<file path="src/hdl/ople_pkg.sv">
package ople_pkg;

    localparam int CAPACITY_DEF = 64;

    localparam int OPC_W   = 3;
    localparam int PIECE_W = 4;
    localparam int COLOR_W = 2;
    localparam int POS_W   = 6;
    localparam int STAT_W  = 2;
    localparam int CNT_W   = 7;

    localparam int S_FIELDS_W = OPC_W + PIECE_W + POS_W;
    localparam int M_FIELDS_W = STAT_W + CNT_W + PIECE_W;
    localparam int S_TDATA_W  = ((S_FIELDS_W + 7) / 8) * 8;
    localparam int M_TDATA_W  = ((M_FIELDS_W + 7) / 8) * 8;

    typedef enum logic [OPC_W-1:0] {
        OP_INS_FRONT = 3'd0,
        OP_INS_BACK  = 3'd1,
        OP_REMOVE    = 3'd2,
        OP_ROTATE    = 3'd3,
        OP_READ      = 3'd4
    } op_t;

    typedef enum logic [STAT_W-1:0] {
        STAT_DONE  = 2'd0,
        STAT_FULL  = 2'd1,
        STAT_MISS  = 2'd2,
        STAT_RANGE = 2'd3
    } status_t;

    typedef enum logic [2:0] {
        FSM_IDLE,
        FSM_SCAN,
        FSM_WB,
        FSM_RDWAIT,
        FSM_RESULT
    } state_t;

endpackage

</file>
<file path="src/hdl/ordered_piece_list_engine_unit.sv">
// channel | direction | handshake          | payload
// s_      | in        | s_tvalid, s_tready | s_tdata: opcode, piece, position
// m_      | out       | m_tvalid, m_tready | m_tdata: status, entry_count, read_piece
//
// An insert goes from IDLE straight to RESULT, a read passes RDWAIT, a remove SCAN and a
// rotate SCAN and, on a match, WB; remove and rotate walk the stored entries through the single
// read port of the entry memory, one entry a cycle.
// Reset clears state, count, front pointer and the valid flags; the entry memory is not cleared.
// A new item is taken while the previous result waits in the output register;
// a finished result is held inside until that register frees.
module ordered_piece_list_engine_unit #(
    parameter int CAPACITY = ople_pkg::CAPACITY_DEF
) (
    input  logic                           aclk,
    input  logic                           aresetn,
    input  logic                           s_tvalid,
    output logic                           s_tready,
    // [2:0] opcode, [6:3] piece, [12:7] position
    input  logic [ople_pkg::S_TDATA_W-1:0] s_tdata,
    output logic                           m_tvalid,
    input  logic                           m_tready,
    // [1:0] status, [8:2] entry_count, [12:9] read_piece
    output logic [ople_pkg::M_TDATA_W-1:0] m_tdata
);

    localparam int AW   = $clog2(CAPACITY);
    localparam int CW   = $clog2(CAPACITY + 1);
    localparam int CMPW = (CW > ople_pkg::POS_W) ? CW : ople_pkg::POS_W;
    localparam logic [AW:0]    CAP_EXT   = (AW + 1)'(CAPACITY);
    localparam logic [CW-1:0]  CAP_CNT   = CW'(CAPACITY);
    localparam logic [AW-1:0]  LAST_ADDR = AW'(CAPACITY - 1);

    ople_pkg::state_t                  state_reg, state_next;
    ople_pkg::op_t                     op_reg, op_next;
    logic [ople_pkg::PIECE_W-1:0]      key_reg, key_next;
    logic [AW-1:0]                     front_reg, front_next;
    logic [CW-1:0]                     count_reg, count_next;
    logic [CW-1:0]                     idx_reg, idx_next;
    logic                              rvalid_reg, rvalid_next;
    logic                              rlast_reg, rlast_next;
    logic [AW-1:0]                     raddr_reg, raddr_next;
    logic [AW-1:0]                     prev_reg, prev_next;
    logic                              found_reg, found_next;
    logic [ople_pkg::PIECE_W-1:0]      first_reg, first_next;
    ople_pkg::status_t                 res_status_reg, res_status_next;
    logic [ople_pkg::PIECE_W-1:0]      res_piece_reg, res_piece_next;
    logic                              m_tvalid_reg, m_tvalid_next;
    ople_pkg::status_t                 m_status_reg, m_status_next;
    logic [ople_pkg::CNT_W-1:0]        m_count_reg, m_count_next;
    logic [ople_pkg::PIECE_W-1:0]      m_piece_reg, m_piece_next;

    ople_pkg::op_t                     in_op;
    logic [ople_pkg::PIECE_W-1:0]      in_piece;
    logic [ople_pkg::POS_W-1:0]        in_pos;
    logic [CMPW-1:0]                   pos_ext;
    logic [CMPW-1:0]                   cnt_ext;

    logic [CW-1:0]                     slot_idx;
    logic [AW:0]                       slot_sum;
    logic [AW-1:0]                     slot_addr;
    logic [AW-1:0]                     front_dec;
    logic                              out_free;
    logic                              match;

    logic                              ram_we;
    logic [AW-1:0]                     ram_waddr;
    logic [ople_pkg::PIECE_W-1:0]      ram_wdata;
    logic                              ram_re;
    logic [ople_pkg::PIECE_W-1:0]      ram_rdata;

    assign in_op    = ople_pkg::op_t'(s_tdata[ople_pkg::OPC_W-1:0]);
    assign in_piece = s_tdata[ople_pkg::OPC_W +: ople_pkg::PIECE_W];
    assign in_pos   = s_tdata[ople_pkg::OPC_W + ople_pkg::PIECE_W +: ople_pkg::POS_W];
    assign pos_ext  = CMPW'(in_pos);
    assign cnt_ext  = CMPW'(count_reg);

    always_comb begin
        if (state_reg == ople_pkg::FSM_SCAN) begin
            slot_idx = idx_reg;
        end else if (in_op == ople_pkg::OP_READ) begin
            slot_idx = pos_ext[CW-1:0];
        end else begin
            slot_idx = count_reg;
        end
    end

    assign slot_sum  = {1'b0, front_reg} + {1'b0, slot_idx[AW-1:0]};
    assign slot_addr = (slot_sum >= CAP_EXT) ? AW'(slot_sum - CAP_EXT) : slot_sum[AW-1:0];
    assign front_dec = (front_reg == '0) ? LAST_ADDR : front_reg - AW'(1);
    assign out_free  = !m_tvalid_reg || m_tready;
    assign match     = (op_reg == ople_pkg::OP_ROTATE)
                     ? (ram_rdata[ople_pkg::COLOR_W-1:0] == key_reg[ople_pkg::COLOR_W-1:0])
                     : (ram_rdata == key_reg);

    ople_ram #(
        .WIDTH (ople_pkg::PIECE_W),
        .DEPTH (CAPACITY)
    ) u_ram (
        .clk   (aclk),
        .we    (ram_we),
        .waddr (ram_waddr),
        .wdata (ram_wdata),
        .re    (ram_re),
        .raddr (slot_addr),
        .rdata (ram_rdata)
    );

    always_ff @(posedge aclk) begin
        if (!aresetn) begin
            state_reg    <= ople_pkg::FSM_IDLE;
            front_reg    <= '0;
            count_reg    <= '0;
            rvalid_reg   <= 1'b0;
            found_reg    <= 1'b0;
            m_tvalid_reg <= 1'b0;
        end else begin
            state_reg    <= state_next;
            front_reg    <= front_next;
            count_reg    <= count_next;
            rvalid_reg   <= rvalid_next;
            found_reg    <= found_next;
            m_tvalid_reg <= m_tvalid_next;
        end
    end

    always_ff @(posedge aclk) begin
        op_reg         <= op_next;
        key_reg        <= key_next;
        idx_reg        <= idx_next;
        rlast_reg      <= rlast_next;
        raddr_reg      <= raddr_next;
        prev_reg       <= prev_next;
        first_reg      <= first_next;
        res_status_reg <= res_status_next;
        res_piece_reg  <= res_piece_next;
        m_status_reg   <= m_status_next;
        m_count_reg    <= m_count_next;
        m_piece_reg    <= m_piece_next;
    end

    always_comb begin
        state_next      = state_reg;
        op_next         = op_reg;
        key_next        = key_reg;
        front_next      = front_reg;
        count_next      = count_reg;
        idx_next        = idx_reg;
        rvalid_next     = rvalid_reg;
        rlast_next      = rlast_reg;
        raddr_next      = raddr_reg;
        prev_next       = prev_reg;
        found_next      = found_reg;
        first_next      = first_reg;
        res_status_next = res_status_reg;
        res_piece_next  = res_piece_reg;
        m_tvalid_next   = m_tvalid_reg && !m_tready;
        m_status_next   = m_status_reg;
        m_count_next    = m_count_reg;
        m_piece_next    = m_piece_reg;
        ram_we          = 1'b0;
        ram_waddr       = prev_reg;
        ram_wdata       = ram_rdata;
        ram_re          = 1'b0;
        s_tready        = (state_reg == ople_pkg::FSM_IDLE);

        case (state_reg)
            ople_pkg::FSM_IDLE: begin
                if (s_tvalid) begin
                    op_next         = in_op;
                    key_next        = in_piece;
                    res_status_next = ople_pkg::STAT_DONE;
                    res_piece_next  = '0;
                    state_next      = ople_pkg::FSM_RESULT;
                    case (in_op)
                        ople_pkg::OP_INS_FRONT: begin
                            if (count_reg == CAP_CNT) begin
                                res_status_next = ople_pkg::STAT_FULL;
                            end else begin
                                ram_we     = 1'b1;
                                ram_waddr  = front_dec;
                                ram_wdata  = in_piece;
                                front_next = front_dec;
                                count_next = count_reg + CW'(1);
                            end
                        end
                        ople_pkg::OP_INS_BACK: begin
                            if (count_reg == CAP_CNT) begin
                                res_status_next = ople_pkg::STAT_FULL;
                            end else begin
                                ram_we     = 1'b1;
                                ram_waddr  = slot_addr;
                                ram_wdata  = in_piece;
                                count_next = count_reg + CW'(1);
                            end
                        end
                        ople_pkg::OP_REMOVE, ople_pkg::OP_ROTATE: begin
                            if (count_reg == '0) begin
                                res_status_next = ople_pkg::STAT_MISS;
                            end else begin
                                idx_next    = '0;
                                rvalid_next = 1'b0;
                                found_next  = 1'b0;
                                state_next  = ople_pkg::FSM_SCAN;
                            end
                        end
                        ople_pkg::OP_READ: begin
                            if (pos_ext < cnt_ext) begin
                                ram_re     = 1'b1;
                                state_next = ople_pkg::FSM_RDWAIT;
                            end else begin
                                res_status_next = ople_pkg::STAT_RANGE;
                            end
                        end
                        default: begin
                        end
                    endcase
                end
            end

            ople_pkg::FSM_SCAN: begin
                if (idx_reg < count_reg) begin
                    ram_re      = 1'b1;
                    idx_next    = idx_reg + CW'(1);
                    rvalid_next = 1'b1;
                    raddr_next  = slot_addr;
                    rlast_next  = (idx_reg == count_reg - CW'(1));
                end else begin
                    rvalid_next = 1'b0;
                end

                if (rvalid_reg) begin
                    if (op_reg == ople_pkg::OP_ROTATE) begin
                        if (match) begin
                            if (found_reg) begin
                                ram_we = 1'b1;
                            end else begin
                                first_next = ram_rdata;
                            end
                            found_next = 1'b1;
                            prev_next  = raddr_reg;
                        end
                        if (rlast_reg) begin
                            if (found_reg || match) begin
                                state_next = ople_pkg::FSM_WB;
                            end else begin
                                res_status_next = ople_pkg::STAT_MISS;
                                state_next      = ople_pkg::FSM_RESULT;
                            end
                        end
                    end else begin
                        if (found_reg) begin
                            ram_we    = 1'b1;
                            prev_next = raddr_reg;
                        end else if (match) begin
                            found_next = 1'b1;
                            prev_next  = raddr_reg;
                        end
                        if (rlast_reg) begin
                            if (found_reg || match) begin
                                count_next      = count_reg - CW'(1);
                                res_status_next = ople_pkg::STAT_DONE;
                            end else begin
                                res_status_next = ople_pkg::STAT_MISS;
                            end
                            state_next = ople_pkg::FSM_RESULT;
                        end
                    end
                end
            end

            ople_pkg::FSM_WB: begin
                ram_we          = 1'b1;
                ram_wdata       = first_reg;
                res_status_next = ople_pkg::STAT_DONE;
                state_next      = ople_pkg::FSM_RESULT;
            end

            ople_pkg::FSM_RDWAIT: begin
                res_piece_next = ram_rdata;
                state_next     = ople_pkg::FSM_RESULT;
            end

            ople_pkg::FSM_RESULT: begin
                if (out_free) begin
                    m_tvalid_next = 1'b1;
                    m_status_next = res_status_reg;
                    m_count_next  = ople_pkg::CNT_W'(count_reg);
                    m_piece_next  = res_piece_reg;
                    state_next    = ople_pkg::FSM_IDLE;
                end
            end

            default: begin
                state_next = ople_pkg::FSM_IDLE;
            end
        endcase
    end

    assign m_tvalid = m_tvalid_reg;
    assign m_tdata  = ople_pkg::M_TDATA_W'({m_piece_reg, m_count_reg, m_status_reg});

endmodule

</file>
<file path="src/hdl/ople_ram.sv">
module ople_ram #(
    parameter int WIDTH = ople_pkg::PIECE_W,
    parameter int DEPTH = ople_pkg::CAPACITY_DEF,
    localparam int AW   = $clog2(DEPTH)
) (
    input  logic             clk,
    input  logic             we,
    input  logic [AW-1:0]    waddr,
    input  logic [WIDTH-1:0] wdata,
    input  logic             re,
    input  logic [AW-1:0]    raddr,
    output logic [WIDTH-1:0] rdata
);

    logic [WIDTH-1:0] mem [DEPTH];
    logic [WIDTH-1:0] rdata_reg;

    always_ff @(posedge clk) begin
        if (we) begin
            mem[waddr] <= wdata;
        end
        if (re) begin
            rdata_reg <= mem[raddr];
        end
    end

    assign rdata = rdata_reg;

endmodule

</file>
<file path="config.mk">
export PLATFORM = sky130hd
export DESIGN_NAME = ordered_piece_list_engine_unit
export DESIGN_NICKNAME = d
export VERILOG_FILES = /design/src/hdl/ople_pkg.sv /design/src/hdl/ordered_piece_list_engine_unit.sv /design/src/hdl/ople_ram.sv
export SDC_FILE = /design/constraint.sdc
export NUM_CORES = 1
export LEC_CHECK = 0
export ABC_CLOCK_PERIOD_IN_PS = 5400
export BUFFER_PORTS_ARGS = -buffer_cell sky130_fd_sc_hd__buf_2
export CAP_MARGIN = 20
export CORE_UTILIZATION = 58
export CTS_BUF_LIST = sky130_fd_sc_hd__clkbuf_8
export CTS_CLUSTER_DIAMETER = 40
export DETAILED_ROUTE_END_ITERATION = 10
export PLACE_DENSITY = 0.74
export SYNTH_ARGS = -nofsm -noshare
export SYNTH_HDL_FRONTEND = slang
export SYNTH_HIERARCHICAL = 1
export SYNTH_SLANG_ARGS = --single-unit
</file>
<file path="constraint.sdc">
create_clock -name aclk -period 5.4 [get_ports aclk]
set_input_delay 1.08 -clock aclk [delete_from_list [all_inputs] [get_ports aclk]]
set_output_delay 1.08 -clock aclk [all_outputs]
set_load 0.02 [all_outputs]
</file>
==> metrics.yaml <==
row_count: 57
p_switching_uw: 1310
rsz0062_at_grt: "false"
drcViolationCount: 0
wl_per_cell_um: 21.4
drt_iter0_drc: 792
combPwrFrac_pct: 11.1
timing.fmax_mhz: 219
yosys.cell_types.count: 69
fin_area_um2: 16100
status: "finished, final reports clean"
tritoncts: "done"
largest_reg_flops: 256
synth_top_area_share_pct: 64.2
pwr_density_cell_nw_per_um2: 337
fin_crit_sh_pct: 84.5
critPathMaxFanout: 9
cpMostUsedCell: "a21oi_1"
first_global_vias: 8396
syn_avg_cell_area_um2: 15.4
cts_resized: 0
seqPwrFrac_pct: 53.0
worstPathArrival_ns: 4.79
synth-main-ff-cell: "edfxtp_1"
final_common_cell: "edfxtp_1"
insertion_delay_ns: 0.58
gp_congestion: 0.835
ys_ff_latch: 329
worst_slew_pin_slew_ns: 0.756
grt_max_degree: 65
crit_required_ns: 5.63
skew_ns: 0.0269
coreArea_um2: 24400
synth_edf_count: 310
via_count: 8405
regMostFlops: "u_ram/mem"
grt_overflow: 0
ir_drop_uv: 313
antenna_left: 0
antenna_found_initial: 0
numCtsBuffers: 53
synth_area_leaders: "edfxtp_1, mux4_2, nor2_1, dfxtp_1, ha_1"
critPathCaptureType: "flop"
whs_ns: 0.419
hpwl_mm: 19.5
cts.sinks: 329
synth_top_area_cell: "edfxtp_1"
antenna_cells: 0
grt_pass1_wl_mm: 46.7
dieArea_um2: 25600
mostFrequentLayoutCells: "edfxtp_1, nor2_1, mux4_2"
ys_warn_count: 6
finalSetupViolCount: 0
clockBufferDepth: 3
sw_frac_of_total_pct: 24.3
synth_area_um2: 14500
multi_input_area_um2: 4530
critPathKind: "primary input to flop"
die_h_um: 160
setup-tns-final_ns: 0
critPathLaunchType: "primary input"
clkPwrFrac_pct: 35.9
clkSlewWorstSetupHoldPaths_ns: 0.06
drtPass1Iterations: 5
start_util_pct: 59.4
cts.htree.levels: 2
seq_area_frac_synth_pct: 66.8
vias_per_cell: 6.15
hold_viol: 0
die_x_um: 160
synthArstFlopShare_pct: 0
worst_path_max_delay_cell: "fa_2"
leakage_uw: 0.00530
internal_power_uw: 4100
final.fill_count: 1743
postCtsSetupBuffers: 0
hold_path.class: "flop to flop"
min_period_ns: 4.56
drive_gt1_share_pct: 20.8
placed_cell_area_um2: 15100
cts_hold_buffers: 0
syn_inst: 941
pin_count: 38
fin_nets: 1044
relSlewSlack_pct: 49.5
synthToLayoutAreaGrowth_pct: 10.8
drv_cap: 0
slowest_delay_ns: 0.60
cts-root-buf: "clkbuf_8"
routed_wirelength_mm: 29.3
register_area_um2: 9690
slew_violations: 0
portBuffers: 31
globalRouteTotalUtil_pct: 23.8
path_cells: "buf_2 > nor3b_2 > nor2_1 > a21oi_1 > a21oi_1 > ha_4 > fa_2 > a21oi_1 > o31ai_1 > or3b_2 > or2_2 > nor2_1"
layout make-up:
| type | instances | area share, % |
|---|---|---|
| clock buffer | 55 | 4.71 |
| sequential | 329 | 60.3 |
| clock inverter | 42 | 1.33 |
| inverter | 22 | 0.514 |
| multi-input combinational | 538 | 28.2 |
| timing repair buffer | 57 | 2.46 |
| tap | 324 | 2.52 |
critical path, delay by kind of cell:
kind            cells  cell delay (ns)
simple gates        5             1.90
compound gates      4             0.89
fa+ha+maj           2             0.79
buf+inv             1             0.13
path summary, 6_finish.rpt:
path,start,end,slack [ns],cells past startpoint
setup reg to reg,state_reg[0],u_ram/mem[7][0],1.01,12
hold reg to reg,res_piece_reg[3],m_piece_reg[3],0.42,0
hold / removal,res_piece_reg[3],m_piece_reg[3],0.42,0
setup / recovery,s_tdata[1],u_ram/mem[18][3],0.84,12
stage by stage:
stage               setup slack (ns)  utilization, %  power [uW]  cells
global placement               0.353            61.8        3500   1269
global route                   0.581            65.9        5600   1367
detailed placement             0.305            61.9        3520   1270
finish                         0.836            65.9        5410   1367
floorplan                      0.170               -        3350    943
CTS                            0.886            65.9        5440   1367
kinds of logic after synthesis:
logic type / synth area share [%]
DFF: 66.8
muxes: 11.3
buffers and inverters: 2.63
adders and majority gates: 2.04
other: 0.0259
xor gates and xnor gates: 1.85
AOI/OAI and AO/OA: 7.13
and+or+nand+nor: 8.26
Yosys cell counts, types with 5 or more instances:
cell and count:
edfxtp_1 310, nor2_1 110, mux4_2 56, nand2_1 47, a21oi_1 37, o21ai_0 31, clkbuf_1 30, nand3_1 23
ha_1 22, inv_1 22, xnor2_1 22, dfxtp_1 19, buf_2 12, o22ai_1 12, a211oi_1 11, nor3_1 11
a22oi_1 10, nor2b_1 9, mux2_2 8, mux4_1 8, nand2b_1 8, a21o_1 7, mux2i_1 7, o31ai_1 7
or2_2 7, and3_1 6, xor2_1 6, and2_1 5, buf_4 5, nand3b_1 5, o221ai_1 5
power by group through the flow:
stage | clock, uW | sequential (uW) | combinational (uW)
floorplan | 0 | 2930 | 422
global placement | 0 | 2920 | 582
detailed placement | 0 | 2920 | 599
CTS | 1970 | 2870 | 601
global route | 2090 | 2870 | 648
finish | 1940 | 2870 | 600
per-layer routing:
layer / share of wire [%] / GRT usage [%]
met3: 6.8 / 4.03
met5: 0 / 0
met2: 48 / 38.7
met1: 43 / 33.5
met4: 2.5 / 7.10
(Power assumes the default switching activity.)
